$ cat config.mk
export PLATFORM = sky130hd
export DESIGN_NAME = circular_deque_flat
export DESIGN_NICKNAME = d
export VERILOG_FILES = /design/src/design/cdq_pkg.sv /design/src/design/cdq_req_if.sv /design/src/design/cdq_rsp_if.sv /design/src/design/circular_deque.sv /design/src/design/cdq_ram.sv /design/src/design/cdq_ctrl.sv /design/src/design/cdq_dpath.sv /design/src/flat_wrapper.sv
export SDC_FILE = /design/constraint.sdc
export NUM_CORES = 1
export LEC_CHECK = 0
export CAP_MARGIN = 20
export CORE_MARGIN = 3
export CORE_UTILIZATION = 63
export DETAILED_ROUTE_END_ITERATION = 8
export DONT_BUFFER_PORTS = 1
export HOLD_SLACK_MARGIN = 0.1
export PLACE_DENSITY = 0.76
export SETUP_SLACK_MARGIN = 0.4
export SLEW_MARGIN = 20
export SYNTH_ARGS = -nofsm -noshare
export SYNTH_HDL_FRONTEND = slang
export SYNTH_SLANG_ARGS = --single-unit
$ cat constraint.sdc
create_clock -name clk -period 4.55 [get_ports clk]
set_clock_uncertainty 0.05 [all_clocks]
set_input_delay 0.91 -clock clk [delete_from_list [all_inputs] [get_ports clk]]
set_output_delay 0.91 -clock clk [all_outputs]
set_load 0.05 [all_outputs]
$ cat src/design/cdq_pkg.sv
`timescale 1ns / 1ps
// Package for the circular deque: sizes, operation codes and the
// command struct passed from controller to datapath. No dependencies.
package cdq_pkg;

    localparam int SLOTS      = 16;
    localparam int VALUE_BITS = 32;
    localparam int IDX_BITS   = (SLOTS > 1) ? $clog2(SLOTS) : 1;
    localparam int OP_BITS    = 2;
    localparam int DATA_BITS  = 32;
    localparam int COUNT_BITS = 4;

    typedef logic [OP_BITS-1:0]    op_t;
    typedef logic [IDX_BITS-1:0]   idx_t;
    typedef logic [VALUE_BITS-1:0] value_t;

    localparam op_t OP_PUSH_BACK  = 2'd0;
    localparam op_t OP_PUSH_FRONT = 2'd1;
    localparam op_t OP_POP_FRONT  = 2'd2;
    localparam op_t OP_POP_BACK   = 2'd3;

    typedef struct packed {
        logic load;
        logic exec;
    } cdq_cmd_t;

    function automatic idx_t wrap_next(input idx_t i);
        idx_t r;
        if (i == idx_t'(SLOTS - 1))
            r = '0;
        else
            r = i + idx_t'(1);
        return r;
    endfunction

    function automatic idx_t wrap_prev(input idx_t i);
        idx_t r;
        if (i == '0)
            r = idx_t'(SLOTS - 1);
        else
            r = i - idx_t'(1);
        return r;
    endfunction

endpackage

$ cat src/design/cdq_req_if.sv
`timescale 1ns / 1ps
// Request channel of the circular deque: valid/ready plus one request beat.
// Depends on cdq_pkg.
interface cdq_req_if import cdq_pkg::*; ();
    logic                 valid;
    logic                 ready;
    op_t                  op;
    logic [DATA_BITS-1:0] push_value;

    modport source (output valid, output op, output push_value, input ready);
    modport sink   (input valid, input op, input push_value, output ready);
endinterface

$ cat src/design/cdq_rsp_if.sv
`timescale 1ns / 1ps
// Response channel of the circular deque: valid/ready plus one result beat.
// Depends on cdq_pkg.
interface cdq_rsp_if import cdq_pkg::*; ();
    logic                  valid;
    logic                  ready;
    logic                  accepted;
    logic [DATA_BITS-1:0]  popped_value;
    logic [COUNT_BITS-1:0] count;
    logic                  is_empty;
    logic                  is_full;

    modport source (output valid, output accepted, output popped_value, output count,
                    output is_empty, output is_full, input ready);
    modport sink   (input valid, input accepted, input popped_value, input count,
                    input is_empty, input is_full, output ready);
endinterface

$ cat src/design/circular_deque.sv
`timescale 1ns / 1ps
// Circular deque top level: request and response channels around controller
// and datapath. Depends on cdq_pkg, cdq_req_if, cdq_rsp_if, cdq_ctrl, cdq_dpath.
//
// Usage:
//   req carries one request beat: op (push back, push front, pop front,
//   pop back) and push_value. rsp returns one result beat per request:
//   accepted, popped_value, count, is_empty and is_full.
//   A push to a full deque or a pop from an empty one comes back with
//   accepted low and leaves the contents unchanged.
//   The ring holds SLOTS-1 values; one slot always stays unused.
// Sequencing:
//   Once the request beat is taken, the controller passes through EXEC,
//   where the pointers update and the ring RAM does its registered read at
//   the same edge, and then to RESP, where the result beat is valid.
//   Requests are served one at a time, the next only after rsp takes the result.
// Reset:
//   rst_n clears head and tail, leaving the deque empty and idle. The ring
//   contents are not cleared; only written entries are ever read back.
// Stall:
//   While rsp.ready is low the result beat holds and req.ready stays low.
module circular_deque import cdq_pkg::*; (
    input logic      clk,
    input logic      rst_n,
    cdq_req_if.sink  req,
    cdq_rsp_if.source rsp
);

    cdq_cmd_t cmd;

    cdq_ctrl u_ctrl (
        .clk       (clk),
        .rst_n     (rst_n),
        .in_valid  (req.valid),
        .in_ready  (req.ready),
        .out_valid (rsp.valid),
        .out_ready (rsp.ready),
        .cmd       (cmd)
    );

    cdq_dpath u_dpath (
        .clk          (clk),
        .rst_n        (rst_n),
        .cmd          (cmd),
        .op           (req.op),
        .push_value   (req.push_value),
        .accepted     (rsp.accepted),
        .popped_value (rsp.popped_value),
        .count        (rsp.count),
        .is_empty     (rsp.is_empty),
        .is_full      (rsp.is_full)
    );

endmodule

$ cat src/design/cdq_ram.sv
`timescale 1ns / 1ps
// Generic simple dual-port RAM: one write port, one read port, registered read.
// No dependencies.
module cdq_ram #(
    parameter int WIDTH = 32,
    parameter int DEPTH = 16
) (
    input  logic                                   clk,
    input  logic                                   we,
    input  logic [((DEPTH > 1) ? $clog2(DEPTH) : 1)-1:0] waddr,
    input  logic [WIDTH-1:0]                       wdata,
    input  logic                                   re,
    input  logic [((DEPTH > 1) ? $clog2(DEPTH) : 1)-1:0] raddr,
    output logic [WIDTH-1:0]                       rdata
);

    logic [WIDTH-1:0] mem [DEPTH];

    always_ff @(posedge clk)
    begin
        if (we)
        begin
            mem[waddr] <= wdata;
        end
        if (re)
        begin
            rdata <= mem[raddr];
        end
    end

endmodule

$ cat src/design/cdq_ctrl.sv
`timescale 1ns / 1ps
// Controller of the circular deque: sequences accept, execute and respond.
// Depends on cdq_pkg.
module cdq_ctrl import cdq_pkg::*; (
    input  logic     clk,
    input  logic     rst_n,
    input  logic     in_valid,
    output logic     in_ready,
    output logic     out_valid,
    input  logic     out_ready,
    output cdq_cmd_t cmd
);

    localparam logic [1:0] ST_IDLE = 2'd0;
    localparam logic [1:0] ST_EXEC = 2'd1;
    localparam logic [1:0] ST_RESP = 2'd2;

    logic [1:0] state_reg;
    logic [1:0] state_next;

    always_comb
    begin
        state_next = state_reg;
        unique case (state_reg)
            ST_IDLE:
            begin
                if (in_valid)
                    state_next = ST_EXEC;
            end
            ST_EXEC:
            begin
                state_next = ST_RESP;
            end
            ST_RESP:
            begin
                if (out_ready)
                    state_next = ST_IDLE;
            end
            default:
            begin
                state_next = ST_IDLE;
            end
        endcase
    end

    always_ff @(posedge clk or negedge rst_n)
    begin
        if (!rst_n)
            state_reg <= ST_IDLE;
        else
            state_reg <= state_next;
    end

    assign in_ready  = (state_reg == ST_IDLE);
    assign out_valid = (state_reg == ST_RESP);
    assign cmd.load  = (state_reg == ST_IDLE) && in_valid;
    assign cmd.exec  = (state_reg == ST_EXEC);

endmodule

$ cat src/design/cdq_dpath.sv
`timescale 1ns / 1ps
// Datapath of the circular deque: head/tail pointers, ring storage, result fields.
// Depends on cdq_pkg and cdq_ram.
module cdq_dpath import cdq_pkg::*; (
    input  logic                  clk,
    input  logic                  rst_n,
    input  cdq_cmd_t              cmd,
    input  op_t                   op,
    input  logic [DATA_BITS-1:0]  push_value,
    output logic                  accepted,
    output logic [DATA_BITS-1:0]  popped_value,
    output logic [COUNT_BITS-1:0] count,
    output logic                  is_empty,
    output logic                  is_full
);

    op_t    op_reg;
    value_t value_reg;
    idx_t   head_reg;
    idx_t   head_next;
    idx_t   tail_reg;
    idx_t   tail_next;
    logic   ok_reg;
    logic   ok_next;
    logic   pop_reg;
    logic   pop_next;

    logic   empty;
    logic   full;
    logic   ram_we;
    idx_t   ram_waddr;
    idx_t   ram_raddr;
    value_t ram_rdata;
    logic [IDX_BITS:0] count_full;

    assign empty = (head_reg == tail_reg);
    assign full  = (wrap_next(tail_reg) == head_reg);

    always_comb
    begin
        head_next = head_reg;
        tail_next = tail_reg;
        ok_next   = ok_reg;
        pop_next  = pop_reg;
        ram_we    = 1'b0;
        ram_waddr = tail_reg;
        ram_raddr = head_reg;
        unique case (op_reg)
            OP_PUSH_BACK:
            begin
                ram_waddr = tail_reg;
                if (cmd.exec && !full)
                begin
                    ram_we    = 1'b1;
                    tail_next = wrap_next(tail_reg);
                end
            end
            OP_PUSH_FRONT:
            begin
                ram_waddr = wrap_prev(head_reg);
                if (cmd.exec && !full)
                begin
                    ram_we    = 1'b1;
                    head_next = wrap_prev(head_reg);
                end
            end
            OP_POP_FRONT:
            begin
                ram_raddr = head_reg;
                if (cmd.exec && !empty)
                    head_next = wrap_next(head_reg);
            end
            OP_POP_BACK:
            begin
                ram_raddr = wrap_prev(tail_reg);
                if (cmd.exec && !empty)
                    tail_next = wrap_prev(tail_reg);
            end
            default:
            begin
                ram_raddr = head_reg;
            end
        endcase
        if (cmd.exec)
        begin
            pop_next = op_reg[1];
            ok_next  = op_reg[1] ? !empty : !full;
        end
    end

    always_ff @(posedge clk or negedge rst_n)
    begin
        if (!rst_n)
        begin
            head_reg <= '0;
            tail_reg <= '0;
            ok_reg   <= 1'b0;
            pop_reg  <= 1'b0;
        end
        else
        begin
            head_reg <= head_next;
            tail_reg <= tail_next;
            ok_reg   <= ok_next;
            pop_reg  <= pop_next;
        end
    end

    always_ff @(posedge clk)
    begin
        if (cmd.load)
        begin
            op_reg    <= op;
            value_reg <= VALUE_BITS'(push_value);
        end
    end

    cdq_ram #(
        .WIDTH (VALUE_BITS),
        .DEPTH (SLOTS)
    ) u_ram (
        .clk   (clk),
        .we    (ram_we),
        .waddr (ram_waddr),
        .wdata (value_reg),
        .re    (cmd.exec),
        .raddr (ram_raddr),
        .rdata (ram_rdata)
    );

    always_comb
    begin
        if (tail_reg >= head_reg)
            count_full = {1'b0, tail_reg} - {1'b0, head_reg};
        else
            count_full = {1'b0, tail_reg} + (IDX_BITS+1)'(SLOTS) - {1'b0, head_reg};
    end

    assign accepted     = ok_reg;
    assign popped_value = (ok_reg && pop_reg) ? DATA_BITS'(ram_rdata) : '0;
    assign count        = COUNT_BITS'(count_full);
    assign is_empty     = empty;
    assign is_full      = full;

endmodule
$ cat src/flat_wrapper.sv
// flat-port wrapper written by rule: the top's interface ports become plain ports
module circular_deque_flat import cdq_pkg::*;
  (clk, rst_n, req_valid, req_op, req_push_value, req_ready, rsp_valid, rsp_accepted, rsp_popped_value, rsp_count, rsp_is_empty, rsp_is_full, rsp_ready);
  cdq_req_if req_i ();
  cdq_rsp_if rsp_i ();
  input logic clk;
  input logic rst_n;
  input wire logic [$bits(req_i.valid)-1:0] req_valid;
  input wire logic [$bits(req_i.op)-1:0] req_op;
  input wire logic [$bits(req_i.push_value)-1:0] req_push_value;
  output wire logic [$bits(req_i.ready)-1:0] req_ready;
  output wire logic [$bits(rsp_i.valid)-1:0] rsp_valid;
  output wire logic [$bits(rsp_i.accepted)-1:0] rsp_accepted;
  output wire logic [$bits(rsp_i.popped_value)-1:0] rsp_popped_value;
  output wire logic [$bits(rsp_i.count)-1:0] rsp_count;
  output wire logic [$bits(rsp_i.is_empty)-1:0] rsp_is_empty;
  output wire logic [$bits(rsp_i.is_full)-1:0] rsp_is_full;
  input wire logic [$bits(rsp_i.ready)-1:0] rsp_ready;
  assign req_i.valid = req_valid;
  assign req_i.op = req_op;
  assign req_i.push_value = req_push_value;
  assign req_ready = req_i.ready;
  assign rsp_valid = rsp_i.valid;
  assign rsp_accepted = rsp_i.accepted;
  assign rsp_popped_value = rsp_i.popped_value;
  assign rsp_count = rsp_i.count;
  assign rsp_is_empty = rsp_i.is_empty;
  assign rsp_is_full = rsp_i.is_full;
  assign rsp_i.ready = rsp_ready;
  circular_deque u_core (.clk(clk), .rst_n(rst_n), .req(req_i), .rsp(rsp_i));
endmodule
==> run_summary.xml <==
<?xml version="1.0" encoding="UTF-8"?>
<metrics>
  <group name="yosys">
    <metric name="synth.yosys.seq_area_share" unit="">0.735</metric>
    <metric name="synth_compound_area_frac" unit="">0.0900</metric>
    <metric name="ys_ff_latch" unit="">590</metric>
    <metric name="synthesized_nets" unit="">1438</metric>
    <metric name="synth_area" unit="um2">24000</metric>
    <metric name="combinational_family_with_the_most_area_after_synthesis" unit="">multiplexers</metric>
    <metric name="yosysWarnings" unit="">0</metric>
    <metric name="syn-instance-count" unit="">1388</metric>
    <metric name="postSynth.asyncResetShare" unit="">0.0203</metric>
    <metric name="netlist-cell-type-count" unit="">60</metric>
    <metric name="synth-main-ff-cell" unit="">edfxtp_1</metric>
    <metric name="synth.area.mux_share" unit="">0.103</metric>
    <metric name="synth.avg_cell_area" unit="um2">17.3</metric>
    <metric name="synthXorXnorAreaFrac" unit="">0.00464</metric>
    <metric name="synthAdderAreaFrac" unit="">0.00656</metric>
    <metric name="synthSimpleGateAreaFrac" unit="">0.0276</metric>
    <metric name="synth_edf_count" unit="">578</metric>
  </group>
  <group name="hold_path">
    <metric name="hold_path.startpoint" unit="">req_push_value[18]</metric>
    <metric name="timing.hold.worst_path_depth" unit="">0</metric>
    <metric name="holdCritPathClass" unit="">input port to flop</metric>
    <metric name="timing.hold.worst_endpoint" unit="">u_core.u_dpath.value_reg[18]$_DFFE_PP_</metric>
  </group>
  <group name="die">
    <metric name="coreArea" unit="um2">37100</metric>
    <metric name="fp.dieH" unit="um">201</metric>
    <metric name="placementRows" unit="">70</metric>
    <metric name="pin_count" unit="">79</metric>
    <metric name="floorplan.initialDensity" unit="">0.647</metric>
    <metric name="chipWidth" unit="um">201</metric>
    <metric name="die_area" unit="um2">40500</metric>
  </group>
  <group name="critical_path">
    <metric name="reg2reg_to" unit="">u_core.u_dpath.u_ram.mem[1][30]$_DFFE_PP_</metric>
    <metric name="critPathRequiredTime" unit="ps">3590</metric>
    <metric name="setup.worst_path.class" unit="">flop to primary output</metric>
    <metric name="critPathMaxFanout" unit="">15</metric>
    <metric name="reg2reg_depth" unit="">6</metric>
    <metric name="nature_of_the_critical_path_endpoint" unit="">primary output</metric>
    <metric name="rrSetupSlack" unit="ps">840</metric>
    <metric name="timing.critical_path.slowest_cell_delay" unit="ps">730</metric>
    <metric name="reg2reg_from" unit="">u_core.u_dpath.tail_reg[2]$_DFFE_PN0P_</metric>
    <metric name="worst-path-buf-inv" unit="">1</metric>
    <metric name="cell_breakdown_of_the_critical_path" unit="">inv_1, ha_1, nand3_1, nor2_1</metric>
    <metric name="worst_ep_arrival_time" unit="ps">2870</metric>
    <metric name="critical_path_s_slowest_cell" unit="">nor2_1</metric>
    <metric name="path_delay_family" unit="">simple AND/OR/NAND/NOR gates</metric>
    <metric name="cp-start-kind" unit="">flop</metric>
  </group>
  <group name="run_status">
    <metric name="status" unit="">completed</metric>
  </group>
  <group name="sta">
    <metric name="tns" unit="ps">0</metric>
    <metric name="timing_hold_violations_final" unit="">0</metric>
    <metric name="tightestPinTransition" unit="ps">1020</metric>
    <metric name="finalCritPeriodShare" unit="">0.842</metric>
    <metric name="setup_viol" unit="">0</metric>
    <metric name="grt_setup_unrepaired" unit="">no</metric>
    <metric name="final.setup.worst_slack" unit="ps">717</metric>
    <metric name="maximum_achievable_frequency" unit="GHz">0.261</metric>
    <metric name="relSlewSlack" unit="">0.320</metric>
    <metric name="timing.final.max_slew_violations" unit="">0</metric>
    <metric name="fin_crit" unit="ps">3830</metric>
  </group>
  <group name="placed_design">
    <metric name="placement.setup.worst_slack" unit="ps">847</metric>
    <metric name="number_of_buffers_inserted_by_port_buffering" unit="">0</metric>
    <metric name="place_congestion" unit="">0.827</metric>
    <metric name="post-dp-hpwl" unit="um">31100</metric>
  </group>
  <group name="final_layout">
    <metric name="ff_latch_area" unit="um2">17700</metric>
    <metric name="syn_to_final_growth" unit="%">11.7</metric>
    <metric name="multiInputGateArea" unit="um2">5790</metric>
    <metric name="largest_register_ffs" unit="">512</metric>
    <metric name="layout-drive-gt1-share" unit="">0.186</metric>
    <metric name="commonest_cells_after_routing_fill_and_taps_aside" unit="">578 x edfxtp_1, 169 x o211ai_1, 105 x inv_1</metric>
    <metric name="postLayoutCoreUtil" unit="">0.722</metric>
    <metric name="final.fill_count" unit="">2213</metric>
    <metric name="antenna_cell_count" unit="">0</metric>
    <metric name="nets" unit="">1457</metric>
    <metric name="mostFrequentLayoutCell" unit="">edfxtp_1</metric>
  </group>
  <group name="route">
    <metric name="antenna_left" unit="">0</metric>
    <metric name="drt_first_pass_iters" unit="">6</metric>
    <metric name="vias_after_detailed_routing" unit="">13204</metric>
    <metric name="detail_route.wl_per_cell" unit="um">28.2</metric>
    <metric name="count_of_routing_violations_after_the_opening_detailed_route_iteration" unit="">1585</metric>
    <metric name="drc" unit="">0</metric>
    <metric name="detail_route.vias_per_cell" unit="">6.74</metric>
    <metric name="drt_wl_total" unit="um">55300</metric>
  </group>
  <group name="clock_tree">
    <metric name="cts_made_buffers" unit="">57</metric>
    <metric name="cts_num_sinks" unit="">590</metric>
    <metric name="cts-resized-gates" unit="">0</metric>
    <metric name="postCtsSetupBuffers" unit="">0</metric>
    <metric name="cts_tree" unit="">yes</metric>
    <metric name="cts_root_buf" unit="">clkbuf_16</metric>
    <metric name="clock_path_buffers" unit="">3</metric>
    <metric name="post_cts_hold_buffer_count" unit="">1</metric>
    <metric name="ctsHtreeMaxLevel" unit="">2</metric>
    <metric name="path_clk_slew" unit="ps">60</metric>
    <metric name="clock_latency" unit="ps">600</metric>
  </group>
  <group name="grt">
    <metric name="overflow" unit="">0</metric>
    <metric name="first_global_vias" unit="">13433</metric>
    <metric name="global_route_wire_length_before_repair" unit="um">83800</metric>
    <metric name="pin_count_of_the_biggest_net_entering_global_routing" unit="">83</metric>
    <metric name="grt_antenna_before_repair" unit="">0</metric>
    <metric name="global_route.usage.total" unit="">0.276</metric>
  </group>
  <group name="power_and_ir_drop">
    <metric name="power-per-cell-area" unit="nW/um2">653</metric>
    <metric name="total_leakage_power" unit="nW">8.86</metric>
    <metric name="irDropWorstVdd" unit="mV">0.431</metric>
  </group>
  <group name="run">
    <metric name="max_cap_viol_count" unit="">0</metric>
  </group>
</metrics>
==> metrics by stage <==
stage               std cells  hold WS [ps]  power [W]  area [um2]
floorplan                1388           499     0.0112       24000
global placement         1850           529     0.0128       24900
detailed placement       1851           551     0.0129       25000
CTS                      1958           311     0.0176       26800
global route             1958           316     0.0183       26800
finish                   1958           348     0.0175       26800
==> worst max path at each step <==
stage	start	to	slack [ps]	depth (start not counted)
after detailed placement	u_core.u_dpath.tail_reg[2]$_DFFE_PN0P_	u_core.u_dpath.u_ram.mem[1][30]$_DFFE_PP_	850	6
after global placement	u_core.u_dpath.tail_reg[2]$_DFFE_PN0P_	u_core.u_dpath.u_ram.mem[1][16]$_DFFE_PP_	960	6
after global routing	u_core.u_dpath.head_reg[2]$_DFFE_PN0P_	rsp_is_empty	570	4
after CTS	u_core.u_dpath.head_reg[2]$_DFFE_PN0P_	rsp_is_empty	680	4
final	u_core.u_dpath.head_reg[2]$_DFFE_PN0P_	rsp_is_empty	720	4
after floorplan	u_core.u_ctrl.state_reg[1]$_DFFE_PN0P_	u_core.u_dpath.u_ram.mem[11][0]$_DFFE_PP_	580	6
==> logic make-up (layout without fill, tap and decap cells) <==
kind of cell    after synthesis  after routing
fa+ha+maj                    12             12
mux                         162            162
flops                       590            590
buf+inv                     199            265
xor+xnor                     11             11
compound gates              283            283
simple gates                131            131
==> routing by layer <==
layer / vias to the layer above / wire, um / GRT usage
met5: - / 0 / 0
met4: 0 / 1640 / 0.100
met3: 109 / 4960 / 0.0447
met2: 768 / 26500 / 0.434
met1: 6716 / 22200 / 0.400
li1: 5611 / - / -
==> Yosys cell counts, types with 3 or more instances <==
cell type    n  area share
nor3_1       3     0.00062
a21oi_1      9      0.0019
mux2i_1     63       0.026
nor2_1      25      0.0039
xor2_1       4      0.0015
clkbuf_1    59      0.0092
buf_1        7      0.0011
edfxtp_1   578        0.72
nand2_1     35      0.0055
and3_1      35      0.0091
or2_2        3     0.00078
ha_1        11      0.0057
o211ai_1   169       0.053
a211oi_1    15      0.0047
nand3_1     11      0.0023
xnor2_1      6      0.0022
dfrtp_1     12       0.013
inv_1      106       0.017
buf_2       20      0.0042
o21ai_0     16      0.0033
o2111ai_1   27      0.0098
a32o_1       5      0.0021
nand2b_1     5      0.0013
o32ai_1      3      0.0011
mux4_2      64       0.060
mux2_2      35       0.016
buf_4        5      0.0016
nor2b_1      5      0.0013
a31oi_1     11      0.0029
==> report_power, final <==
group | internal (W) | switching (W) | total [W] | leakage (nW)
clock network | 0.00274 | 0.00195 | 0.00469 | 0.919
logic | 0.00204 | 0.00367 | 0.00571 | 2.58
registers | 0.00669 | 0.000435 | 0.00713 | 5.36
==> layout make-up <==
cell class,instances,area share
clock buffer,66,0.0560
clock inverter,40,0.0132
inverter,106,0.0148
multi-input combinational,599,0.216
sequential,590,0.658
tap,504,0.0235
timing repair buffer,53,0.0185
Power figures use the tool's default switching activity.
